## src/hw/rtl/tcs_pkg.sv

```systemverilog
// Shared types and constants for the card channel splitter.
package tcs_pkg;

    localparam int WORD_W     = 16;
    localparam int CHAN_IDX_W = 6;
    localparam int TOTAL_W    = 7;
    localparam int CFG_IDX_W  = 2;
    localparam int CFG_DATA_W = 16;
    localparam int C_CHANNELS = 64;
    localparam int Q_DEPTH    = 4;

    localparam logic [WORD_W-1:0] HEADER_BASE_RST  = 16'h4000;
    localparam logic [WORD_W-1:0] TRAILER_BASE_RST = 16'h5000;
    localparam logic [WORD_W-1:0] MIN_WORDS_RST    = 16'h0000;

    typedef enum logic [CFG_IDX_W-1:0] {
        REG_HEADER_BASE       = 2'd0,
        REG_TRAILER_BASE      = 2'd1,
        REG_MIN_CHANNEL_WORDS = 2'd2
    } t_reg_index;

    typedef enum logic [1:0] {
        ST_OK           = 2'd0,
        ST_BAD_HEADER   = 2'd1,
        ST_TRUNCATED    = 2'd2,
        ST_UNTERMINATED = 2'd3
    } t_status;

    typedef struct packed {
        logic [WORD_W-1:0]     out_word;
        logic [CHAN_IDX_W-1:0] channel_index;
        logic                  channel_end;
        logic                  card_end;
        logic                  trailer_missing;
        t_status               status;
        logic [TOTAL_W-1:0]    channel_total;
    } t_result;

    typedef struct packed {
        logic    push0;
        logic    push1;
        t_result res0;
        t_result res1;
    } t_push;

endpackage

```

## src/hw/rtl/tcs_ifaces.sv

```systemverilog
// Handshake interfaces for the word, result and configuration channels.
interface tcs_word_if import tcs_pkg::*; ();
    logic              valid;
    logic              ready;
    logic [WORD_W-1:0] data_word;
    logic              card_last;

    modport source (output valid, output data_word, output card_last, input ready);
    modport sink (input valid, input data_word, input card_last, output ready);
endinterface

interface tcs_result_if import tcs_pkg::*; ();
    logic                  valid;
    logic                  ready;
    logic [WORD_W-1:0]     out_word;
    logic [CHAN_IDX_W-1:0] channel_index;
    logic                  channel_end;
    logic                  card_end;
    logic                  trailer_missing;
    logic [1:0]            status;
    logic [TOTAL_W-1:0]    channel_total;

    modport source (
        output valid, output out_word, output channel_index, output channel_end,
        output card_end, output trailer_missing, output status, output channel_total,
        input ready
    );
    modport sink (
        input valid, input out_word, input channel_index, input channel_end,
        input card_end, input trailer_missing, input status, input channel_total,
        output ready
    );
endinterface

interface tcs_cfg_if import tcs_pkg::*; ();
    logic                  valid;
    logic                  ready;
    logic [CFG_IDX_W-1:0]  index;
    logic [CFG_DATA_W-1:0] data;

    modport source (output valid, output index, output data, input ready);
    modport sink (input valid, input index, input data, output ready);
endinterface

```

## src/hw/rtl/tpc_card_channel_splitter_core.sv

```systemverilog
// Top level of the card channel splitter.
// The word channel takes one raw card word per beat, with card_last on the final word of a
// card. The result channel returns each word that is not dropped after a bad header or
// the last channel, tagged with its channel, channel and card end marks, a missing-trailer
// flag, a status code and the channel count on the card end beat. The configuration
// channel writes the header base, trailer base and minimum remainder; it is always ready
// and should only be written while no words are in flight. The block sustains one word
// per clock while the result queue has room. A word is held back by one word so that a
// trailer can be matched against the following header; its result enters the queue when
// the releasing word is accepted, a final word's when it is accepted. The four-entry result
// queue sets the input ready, which drops only when fewer than two entries are free, so a
// stalled receiver backs up into the word channel once three results wait in the queue
// behind the output register. Reset clears the channel state, the queue and the output
// register, and loads the default bases.
module tpc_card_channel_splitter_core import tcs_pkg::*; #(
    parameter int CHANNELS = C_CHANNELS
) (
    input  logic          i_clk,
    input  logic          i_rst_n,
    tcs_word_if.sink      i_word,
    tcs_result_if.source  o_result,
    tcs_cfg_if.sink       i_cfg
);

    t_push   push;
    logic    room;
    logic    q_valid;
    t_result q_data;
    logic    pop;

    tcs_front #(
        .CHANNELS (CHANNELS)
    ) u_front (
        .i_clk   (i_clk),
        .i_rst_n (i_rst_n),
        .i_word  (i_word),
        .i_cfg   (i_cfg),
        .i_room  (room),
        .o_push  (push)
    );

    tcs_queue u_queue (
        .i_clk   (i_clk),
        .i_rst_n (i_rst_n),
        .i_push  (push),
        .i_pop   (pop),
        .o_room  (room),
        .o_valid (q_valid),
        .o_data  (q_data)
    );

    tcs_back u_back (
        .i_clk    (i_clk),
        .i_rst_n  (i_rst_n),
        .i_valid  (q_valid),
        .i_data   (q_data),
        .o_pop    (pop),
        .o_result (o_result)
    );

endmodule

```

## src/hw/rtl/tcs_front.sv

```systemverilog
// Front end: accepts words, tracks channel framing and produces up to two results per beat.
module tcs_front import tcs_pkg::*; #(
    parameter int CHANNELS = C_CHANNELS
) (
    input  logic     i_clk,
    input  logic     i_rst_n,
    tcs_word_if.sink i_word,
    tcs_cfg_if.sink  i_cfg,
    input  logic     i_room,
    output t_push    o_push
);

    localparam int CW = $clog2(CHANNELS + 1);
    localparam logic [CW-1:0] LAST_CH = CW'(CHANNELS - 1);
    localparam logic [CW-1:0] END_CH  = CW'(CHANNELS);

    logic [WORD_W-1:0] r_header_base;
    logic [WORD_W-1:0] r_trailer_base;
    logic [WORD_W-1:0] r_min_words;
    logic [CW-1:0]     r_cur, n_cur;
    logic [CW-1:0]     r_done, n_done;
    logic              r_expect, n_expect;
    logic              r_hv, n_hv;
    logic              r_err, n_err;
    logic [WORD_W-1:0] r_wsc, n_wsc;
    logic [WORD_W-1:0] r_held;

    logic              accept;
    logic              hold;
    logic [WORD_W-1:0] w;
    logic              last;
    logic [WORD_W-1:0] cur_ext;
    logic [WORD_W-1:0] hdr_cur, hdr_nxt, trl_cur, trl_nxt;
    logic              push_h, push_w;
    t_result           res_h, res_w;

    function automatic logic short_rest(input logic [WORD_W-1:0] r,
                                        input logic [WORD_W-1:0] min_w);
        return (r != '0) && (r < min_w);
    endfunction

    function automatic logic [WORD_W-1:0] sat_inc(input logic [WORD_W-1:0] v);
        return (v == '1) ? v : v + WORD_W'(1);
    endfunction

    function automatic t_result mk_res(input logic [WORD_W-1:0] word,
                                       input logic [CW-1:0] chan, input logic cend);
        t_result r;
        r               = '0;
        r.out_word      = word;
        r.channel_index = CHAN_IDX_W'(chan);
        r.channel_end   = cend;
        r.status        = ST_OK;
        return r;
    endfunction

    assign i_word.ready = i_room;
    assign i_cfg.ready  = 1'b1;
    assign accept       = i_word.valid && i_room;
    assign w            = i_word.data_word;
    assign last         = i_word.card_last;

    assign cur_ext = WORD_W'(r_cur);
    assign hdr_cur = r_header_base + cur_ext;
    assign hdr_nxt = hdr_cur + WORD_W'(1);
    assign trl_cur = r_trailer_base + cur_ext;
    assign trl_nxt = trl_cur + WORD_W'(1);

    always_comb begin
        logic [CW-1:0]     cur_t;
        logic [CW-1:0]     done_t;
        logic [CW-1:0]     done_f;
        logic [WORD_W-1:0] wsc_t;
        logic [WORD_W-1:0] trl_t;
        logic              cl_h;
        logic              cl_l;
        logic              go;
        logic              card_done;

        n_cur     = r_cur;
        n_done    = r_done;
        n_expect  = r_expect;
        n_hv      = r_hv;
        n_err     = r_err;
        n_wsc     = r_wsc;
        push_h    = 1'b0;
        push_w    = 1'b0;
        res_h     = '0;
        res_w     = '0;
        hold      = 1'b0;
        cur_t     = r_cur;
        done_t    = r_done;
        done_f    = r_done;
        wsc_t     = r_wsc;
        trl_t     = trl_cur;
        cl_h      = 1'b0;
        cl_l      = 1'b0;
        go        = 1'b0;
        card_done = 1'b0;

        if (accept) begin
            if (r_err) begin
                if (last) begin
                    push_w              = 1'b1;
                    res_w               = mk_res(w, r_cur, 1'b0);
                    res_w.card_end      = 1'b1;
                    res_w.status        = ST_BAD_HEADER;
                    res_w.channel_total = TOTAL_W'(r_done);
                    card_done           = 1'b1;
                end
            end else if (r_cur == END_CH) begin
                wsc_t = sat_inc(r_wsc);
                n_wsc = wsc_t;
                if (last) begin
                    push_w              = 1'b1;
                    res_w               = mk_res(w, LAST_CH, 1'b0);
                    res_w.card_end      = 1'b1;
                    res_w.status        = short_rest(wsc_t, r_min_words) ? ST_TRUNCATED : ST_OK;
                    res_w.channel_total = TOTAL_W'(r_done);
                    card_done           = 1'b1;
                end
            end else begin
                go = 1'b1;
                if (r_expect) begin
                    if (w != hdr_cur) begin
                        go           = 1'b0;
                        push_w       = 1'b1;
                        res_w        = mk_res(w, r_cur, 1'b0);
                        res_w.status = ST_BAD_HEADER;
                        if (last) begin
                            res_w.card_end      = 1'b1;
                            res_w.channel_total = TOTAL_W'(r_done);
                            card_done           = 1'b1;
                        end else begin
                            n_err = 1'b1;
                        end
                    end else begin
                        n_expect = 1'b0;
                    end
                end else if (r_hv) begin
                    cl_h   = (r_held == trl_cur) && (w == hdr_nxt);
                    push_h = 1'b1;
                    res_h  = mk_res(r_held, r_cur, cl_h);
                    n_hv   = 1'b0;
                    if (cl_h) begin
                        cur_t  = r_cur + CW'(1);
                        done_t = r_done + CW'(1);
                        wsc_t  = '0;
                        trl_t  = trl_nxt;
                    end
                end
                if (go) begin
                    wsc_t  = sat_inc(wsc_t);
                    done_f = done_t + CW'(1);
                    if (cur_t == LAST_CH) begin
                        cl_l   = (w == trl_t);
                        push_w = 1'b1;
                        res_w  = mk_res(w, cur_t, cl_l);
                        if (last) begin
                            res_w.channel_end     = 1'b1;
                            res_w.card_end        = 1'b1;
                            res_w.trailer_missing = !cl_l;
                            res_w.status          = ((done_f > CW'(1)) &&
                                                     short_rest(wsc_t, r_min_words)) ?
                                                    ST_TRUNCATED : ST_OK;
                            res_w.channel_total   = TOTAL_W'(done_f);
                            card_done             = 1'b1;
                        end else begin
                            n_cur  = cl_l ? cur_t + CW'(1) : cur_t;
                            n_done = cl_l ? done_f : done_t;
                            n_wsc  = cl_l ? '0 : wsc_t;
                        end
                    end else if (last) begin
                        push_w              = 1'b1;
                        res_w               = mk_res(w, cur_t, 1'b0);
                        res_w.card_end      = 1'b1;
                        res_w.status        = ((done_t != '0) &&
                                               short_rest(wsc_t, r_min_words)) ?
                                              ST_TRUNCATED : ST_UNTERMINATED;
                        res_w.channel_total = TOTAL_W'(done_t);
                        card_done           = 1'b1;
                    end else begin
                        hold   = 1'b1;
                        n_hv   = 1'b1;
                        n_cur  = cur_t;
                        n_done = done_t;
                        n_wsc  = wsc_t;
                    end
                end
            end

            if (card_done) begin
                n_cur    = '0;
                n_done   = '0;
                n_expect = 1'b1;
                n_hv     = 1'b0;
                n_err    = 1'b0;
                n_wsc    = '0;
            end
        end
    end

    always_comb begin
        o_push.push0 = push_h || push_w;
        o_push.push1 = push_h && push_w;
        o_push.res0  = push_h ? res_h : res_w;
        o_push.res1  = res_w;
    end

    always_ff @(posedge i_clk) begin
        if (!i_rst_n) begin
            r_header_base  <= HEADER_BASE_RST;
            r_trailer_base <= TRAILER_BASE_RST;
            r_min_words    <= MIN_WORDS_RST;
            r_cur          <= '0;
            r_done         <= '0;
            r_expect       <= 1'b1;
            r_hv           <= 1'b0;
            r_err          <= 1'b0;
            r_wsc          <= '0;
        end else begin
            r_cur    <= n_cur;
            r_done   <= n_done;
            r_expect <= n_expect;
            r_hv     <= n_hv;
            r_err    <= n_err;
            r_wsc    <= n_wsc;
            if (i_cfg.valid) begin
                unique case (i_cfg.index)
                    REG_HEADER_BASE:       r_header_base  <= i_cfg.data;
                    REG_TRAILER_BASE:      r_trailer_base <= i_cfg.data;
                    REG_MIN_CHANNEL_WORDS: r_min_words    <= i_cfg.data;
                    default: ;
                endcase
            end
        end
    end

    always_ff @(posedge i_clk) begin
        if (hold) begin
            r_held <= w;
        end
    end

endmodule

```

## src/hw/rtl/tcs_queue.sv

```systemverilog
// Short result queue that takes up to two entries and releases one per cycle when popped.
module tcs_queue import tcs_pkg::*; (
    input  logic    i_clk,
    input  logic    i_rst_n,
    input  t_push   i_push,
    input  logic    i_pop,
    output logic    o_room,
    output logic    o_valid,
    output t_result o_data
);

    localparam int PW   = $clog2(Q_DEPTH);
    localparam int CNTW = $clog2(Q_DEPTH + 1);

    t_result         r_mem [Q_DEPTH];
    logic [PW-1:0]   r_wr, n_wr;
    logic [PW-1:0]   r_rd, n_rd;
    logic [CNTW-1:0] r_cnt, n_cnt;
    logic            pop;

    assign o_room  = r_cnt <= CNTW'(Q_DEPTH - 2);
    assign o_valid = r_cnt != '0;
    assign o_data  = r_mem[r_rd];
    assign pop     = i_pop && o_valid;

    always_comb begin
        n_wr  = r_wr + PW'(i_push.push0) + PW'(i_push.push1);
        n_rd  = r_rd + PW'(pop);
        n_cnt = r_cnt + CNTW'(i_push.push0) + CNTW'(i_push.push1) - CNTW'(pop);
    end

    always_ff @(posedge i_clk) begin
        if (!i_rst_n) begin
            r_wr  <= '0;
            r_rd  <= '0;
            r_cnt <= '0;
        end else begin
            r_wr  <= n_wr;
            r_rd  <= n_rd;
            r_cnt <= n_cnt;
        end
    end

    always_ff @(posedge i_clk) begin
        if (i_push.push0) begin
            r_mem[r_wr] <= i_push.res0;
        end
        if (i_push.push1) begin
            r_mem[r_wr + PW'(1)] <= i_push.res1;
        end
    end

endmodule

```

## src/hw/rtl/tcs_back.sv

```systemverilog
// Back end: output register that presents one result beat at a time.
module tcs_back import tcs_pkg::*; (
    input  logic            i_clk,
    input  logic            i_rst_n,
    input  logic            i_valid,
    input  t_result         i_data,
    output logic            o_pop,
    tcs_result_if.source    o_result
);

    logic    r_valid;
    t_result r_data;

    assign o_pop = i_valid && (!r_valid || o_result.ready);

    always_ff @(posedge i_clk) begin
        if (!i_rst_n) begin
            r_valid <= 1'b0;
        end else if (o_pop) begin
            r_valid <= 1'b1;
        end else if (o_result.ready) begin
            r_valid <= 1'b0;
        end
    end

    always_ff @(posedge i_clk) begin
        if (o_pop) begin
            r_data <= i_data;
        end
    end

    assign o_result.valid           = r_valid;
    assign o_result.out_word        = r_data.out_word;
    assign o_result.channel_index   = r_data.channel_index;
    assign o_result.channel_end     = r_data.channel_end;
    assign o_result.card_end        = r_data.card_end;
    assign o_result.trailer_missing = r_data.trailer_missing;
    assign o_result.status          = r_data.status;
    assign o_result.channel_total   = r_data.channel_total;

endmodule

```

## src/flat_wrapper.sv

```systemverilog
// flat-port wrapper written by rule: the top's interface ports become plain ports
module tpc_card_channel_splitter_core_flat import tcs_pkg::*;
#(
    parameter int CHANNELS = C_CHANNELS
)
  (i_clk, i_rst_n, i_word_valid, i_word_data_word, i_word_card_last, i_word_ready, o_result_valid, o_result_out_word, o_result_channel_index, o_result_channel_end, o_result_card_end, o_result_trailer_missing, o_result_status, o_result_channel_total, o_result_ready, i_cfg_valid, i_cfg_index, i_cfg_data, i_cfg_ready);
  tcs_word_if i_word_i ();
  tcs_result_if o_result_i ();
  tcs_cfg_if i_cfg_i ();
  input  logic i_clk;
  input  logic i_rst_n;
  input wire logic [$bits(i_word_i.valid)-1:0] i_word_valid;
  input wire logic [$bits(i_word_i.data_word)-1:0] i_word_data_word;
  input wire logic [$bits(i_word_i.card_last)-1:0] i_word_card_last;
  output wire logic [$bits(i_word_i.ready)-1:0] i_word_ready;
  output wire logic [$bits(o_result_i.valid)-1:0] o_result_valid;
  output wire logic [$bits(o_result_i.out_word)-1:0] o_result_out_word;
  output wire logic [$bits(o_result_i.channel_index)-1:0] o_result_channel_index;
  output wire logic [$bits(o_result_i.channel_end)-1:0] o_result_channel_end;
  output wire logic [$bits(o_result_i.card_end)-1:0] o_result_card_end;
  output wire logic [$bits(o_result_i.trailer_missing)-1:0] o_result_trailer_missing;
  output wire logic [$bits(o_result_i.status)-1:0] o_result_status;
  output wire logic [$bits(o_result_i.channel_total)-1:0] o_result_channel_total;
  input wire logic [$bits(o_result_i.ready)-1:0] o_result_ready;
  input wire logic [$bits(i_cfg_i.valid)-1:0] i_cfg_valid;
  input wire logic [$bits(i_cfg_i.index)-1:0] i_cfg_index;
  input wire logic [$bits(i_cfg_i.data)-1:0] i_cfg_data;
  output wire logic [$bits(i_cfg_i.ready)-1:0] i_cfg_ready;
  assign i_word_i.valid = i_word_valid;
  assign i_word_i.data_word = i_word_data_word;
  assign i_word_i.card_last = i_word_card_last;
  assign i_word_ready = i_word_i.ready;
  assign o_result_valid = o_result_i.valid;
  assign o_result_out_word = o_result_i.out_word;
  assign o_result_channel_index = o_result_i.channel_index;
  assign o_result_channel_end = o_result_i.channel_end;
  assign o_result_card_end = o_result_i.card_end;
  assign o_result_trailer_missing = o_result_i.trailer_missing;
  assign o_result_status = o_result_i.status;
  assign o_result_channel_total = o_result_i.channel_total;
  assign o_result_i.ready = o_result_ready;
  assign i_cfg_i.valid = i_cfg_valid;
  assign i_cfg_i.index = i_cfg_index;
  assign i_cfg_i.data = i_cfg_data;
  assign i_cfg_ready = i_cfg_i.ready;
  tpc_card_channel_splitter_core #(.CHANNELS(CHANNELS)) u_core (.i_clk(i_clk), .i_rst_n(i_rst_n), .i_word(i_word_i), .o_result(o_result_i), .i_cfg(i_cfg_i));
endmodule
```

## config.mk

```make
export PLATFORM = sky130hd
export DESIGN_NAME = tpc_card_channel_splitter_core_flat
export DESIGN_NICKNAME = d
export VERILOG_FILES = /design/src/hw/rtl/tcs_pkg.sv /design/src/hw/rtl/tcs_ifaces.sv /design/src/hw/rtl/tpc_card_channel_splitter_core.sv /design/src/hw/rtl/tcs_front.sv /design/src/hw/rtl/tcs_queue.sv /design/src/hw/rtl/tcs_back.sv /design/src/flat_wrapper.sv
export SDC_FILE = /design/constraint.sdc
export NUM_CORES = 1
export LEC_CHECK = 0
export ABC_AREA = 1
export BUFFER_PORTS_ARGS = -buffer_cell sky130_fd_sc_hd__buf_4
export CAP_MARGIN = 10
export CORE_MARGIN = 2
export CORE_UTILIZATION = 55
export CTS_CLUSTER_DIAMETER = 50
export CTS_CLUSTER_SIZE = 14
export DETAILED_ROUTE_END_ITERATION = 10
export PLACE_DENSITY = 0.79
export SETUP_SLACK_MARGIN = 0.3
export SLEW_MARGIN = 20
export SYNTH_ARGS = -nofsm -noshare
export SYNTH_HDL_FRONTEND = slang
export SYNTH_SLANG_ARGS = --single-unit
export TNS_END_PERCENT = 5
```

## constraint.sdc

```tcl
create_clock -name i_clk -period 6.95 [get_ports i_clk]
set_input_delay 1.7375 -clock i_clk [delete_from_list [all_inputs] [get_ports i_clk]]
set_output_delay 1.7375 -clock i_clk [all_outputs]
set_load 0.05 [all_outputs]
```

==> run metrics <==
outcome finished, final reports clean; Data arrival, critical path 6.54 ns; DR vias 16330; #FFs+latches synth 275; total CTS buffers 36; number of buffers added on ports 75; vias in the first global route 15380; Fin Hold WS ~0.48 ns; pre-CTS WS 0.3637 ns; met3 usage 3.892%; Crit path required time 7.37 ns; mean routed wirelength per cell 18.47 um; FF-to-FF End u_core.u_queue.r_cnt[1]$_SDFF_PN0_; Worst R2R Start u_core.u_front.r_cur[0]$_SDFFE_PN0P_; most frequent CP cell nand2_1; CTS tree yes; hold depth 2; R2R depth 37; yosys warns 0; Post-synth ARST share 0%; kind of end point of the critical path flip-flop; Worst-path clk slew 0.06 ns; Worst Setup Start Kind flip-flop; part of the cycle the worst path needs 88.10%; iteration count of the initial detailed-routing pass 6; Power Dens Cells 299.2 mW/mm^2; Peak VDD IR 0.0002179 V; CTS Root Cell clkbuf_16; Die Ht approximately 180 um; Final Hold Viols 0; core area 0.03164 mm^2; fmax ~0.16 GHz; sequential area share after synthesis roughly two fifths; pin count of the biggest net entering global routing 70; HPWL reported at the end of detailed placement 37620 um; reg2reg setup slack just over 0.8 ns; Synth area leaders edfxtp_1, nand2_1, dfxtp_1; drt total wl a little over 50000 um; 1st-iter DRT viols around 1600; post-synth top area cell edfxtp_1; Mapped Avg Cell Area around 7.6 um^2; Post-Syn Nets 2435; Synth cell types 57; Total GRT Usage ~31%; grt total ovfl 0; area occupied by multi-input gates 0.008932 mm^2; most frequent cell after synthesis nand2_1; Core Util, Final 62.33%; met2 Use GR 50.71%; Setup TNS 0 ns; clk_skew 0.02464 ns; Final ANT Viol Nets 0; Filler cells approximately 2700; Crit Path Category reg2reg; maximum clock path buffer count 3; post-synthesis instance total 2333; Nets 2480; HP Start u_core.u_front.r_trailer_base[15]$_SDFFE_PN0P_; worst hold path class reg2reg; n_diodes 0; post-layout min period between 6 and 7 ns; CP max FO 19; Max stage delay on crit path 0.52 ns; RSZ-0062 raised after global routing false; initial antenna violation count 0; first-pass GRT wire length 81910 um; met1 usage 42.18%; area of the die 0.03359 mm^2; post-synth top area share 31.59%; sequential cell area 0.007371 mm^2; Max transition margin 27.01%; Max-Cap Viols 0; Starting Density a little under three fifths; GRT busiest layer met2; crit path max-delay cell type fa_1; layout cells sized above 1 10.90%; worst-margin pin slew 1.091 ns; EDFF count, synth around 190; post-DR vias/cell ~5.8; leading register cell type out of synthesis edfxtp_1; routability cong. 0.9832; synthesized area 0.01768 mm^2; Layout Area Growth over Synthesis 11.55%; DRC viols 0; hold endpoint u_core.u_front.r_trailer_base[15]$_SDFFE_PN0P_; top cells by count, synth nand2_1, nor2_1, inv_1; worst skew pair latency 0.53 ns; num rows 65; Leak 8.309 nW; I/O pins 77; die width 183.3 um; Final Slew Violations 0; Num Clock Sinks roughly 280; setup ws final 0.8267 ns; H-tree depth 2; postcts setup bufs 0; Final setup viols 0
[through the flow]
stage | power, W | std cells | area [um^2]
floorplan | 0.003550 | 2333 | 17680
global placement | 0.004048 | 2742 | 18510
detailed placement | 0.004100 | 2742 | 18510
CTS | 0.005912 | 2805 | 19670
global route | 0.006168 | 2805 | 19720
finish | 0.005900 | 2805 | 19720
[critical path: cells and delay by family (launching register included)]
family,cells,cell delay (ns)
adder cells (fa/ha/maj),7,2.46
XOR/XNOR,1,0.23
buffers and inverters,7,0.78
flip-flops,1,0.39
AND/OR/NAND/NOR,22,2.17
[logic make-up (layout without fill, tap and decap cells)]
group                      count (synthesis)  after routing  synth area share, %
AOI/OAI and AO/OA                        437            437                13.41
DFF                                      275            275                41.67
other                                      1              1              0.02121
buffers and inverters                    360            430                8.522
xor gates and xnor gates                  68             68                3.560
adders and majority gates                 62             62                4.600
and+or+nand+nor                         1130           1130                28.22
[flip-flops by register name, summed over array words and instances (netlist names), 3 cells and up]
register                              count
u_core.u_back.o_result.out_word          16
u_core.u_front.r_header_base             16
u_core.u_front.r_done                     7
u_core.u_back.o_result.channel_total      7
u_core.u_front.r_held                    16
u_core.u_front.r_trailer_base            16
u_core.u_back.o_result.channel_index      6
u_core.u_queue.r_mem                    136
u_core.u_front.r_wsc                     16
u_core.u_front.r_cur                      7
u_core.u_queue.r_cnt                      3
u_core.u_front.r_min_words               16
[worst max-delay path by stage]
| stage | startpoint | end | slack (ns) | cells past startpoint |
|---|---|---|---|---|
| final | u_core.u_front.r_cur[0]$_SDFFE_PN0P_ | u_core.u_queue.r_cnt[1]$_SDFF_PN0_ | 0.83 | 37 |
| after global routing | u_core.u_front.r_cur[0]$_SDFFE_PN0P_ | u_core.u_queue.r_mem[2][7]$_DFFE_PP_ | 0.29 | 41 |
| after CTS | u_core.u_front.r_cur[0]$_SDFFE_PN0P_ | u_core.u_queue.r_cnt[2]$_SDFF_PN0_ | 0.57 | 36 |
| after detailed placement | i_word_data_word[1] | u_core.u_queue.r_cnt[2]$_SDFF_PN0_ | 0.36 | 33 |
| after global placement | i_word_data_word[1] | u_core.u_queue.r_mem[3][7]$_DFFE_PP_ | 0.48 | 37 |
| after floorplan | i_word_data_word[1] | u_core.u_queue.r_mem[0][0]$_DFFE_PP_ | -0.57 | 31 |
[placed cells by master, fill, tap and decap left out, drive strengths merged, types with 3 or more instances in the layout]
cell / Yosys / routed
edfxtp: 186 / 186
nand2: 558 / 558
inv: 271 / 278
nor4: 9 / 9
or2: 4 / 4
nand3b: 5 / 5
clkbuf: 52 / 42
fa: 5 / 5
o31ai: 5 / 5
nor2: 290 / 290
o211ai: 11 / 11
nor3: 48 / 48
dfxtp: 89 / 89
ha: 57 / 57
xor2: 55 / 55
clkinv: 2 / 12
o21bai: 3 / 3
a21oi: 98 / 98
xnor2: 13 / 13
nand4: 39 / 39
o21ai: 261 / 261
o22ai: 48 / 48
buf: 35 / 94
nand3: 172 / 172
[metal layers]
| layer | share of wire, % | vias up |
|---|---|---|
| li1 | - | 7905 |
| met1 | 42 | 7565 |
| met2 | 46 | 730 |
| met3 | 7.9 | 130 |
| met4 | 3.6 | 0 |
| met5 | 0 | - |
[final cells by class]
type                            instances  share of cell area [%]
Multi-Input combinational cell       1698                   45.30
Sequential cell                       275                   37.38
Inverter                              273                   5.234
Clock buffer                           42                   4.682
Timing Repair Buffer                   94                   3.642
Tap cell                              402                   2.551
Clock inverter                         21                   1.218
[timing repair]
| item | CTS | global route |
|---|---|---|
| gates resized for setup | 0 | 16 |
| setup endpoints to repair | 0 | 10 |
| hold buffers | 0 | 0 |
[power breakdown]
part           leakage, nW  internal [W]  switching [W]  total [W]
clock                0.563       0.00106       0.000765    0.00182
sequential            2.50       0.00217      0.0000984    0.00226
combinational         5.24      0.000495        0.00132    0.00181
No activity file was read; power rests on OpenSTA's default activity.
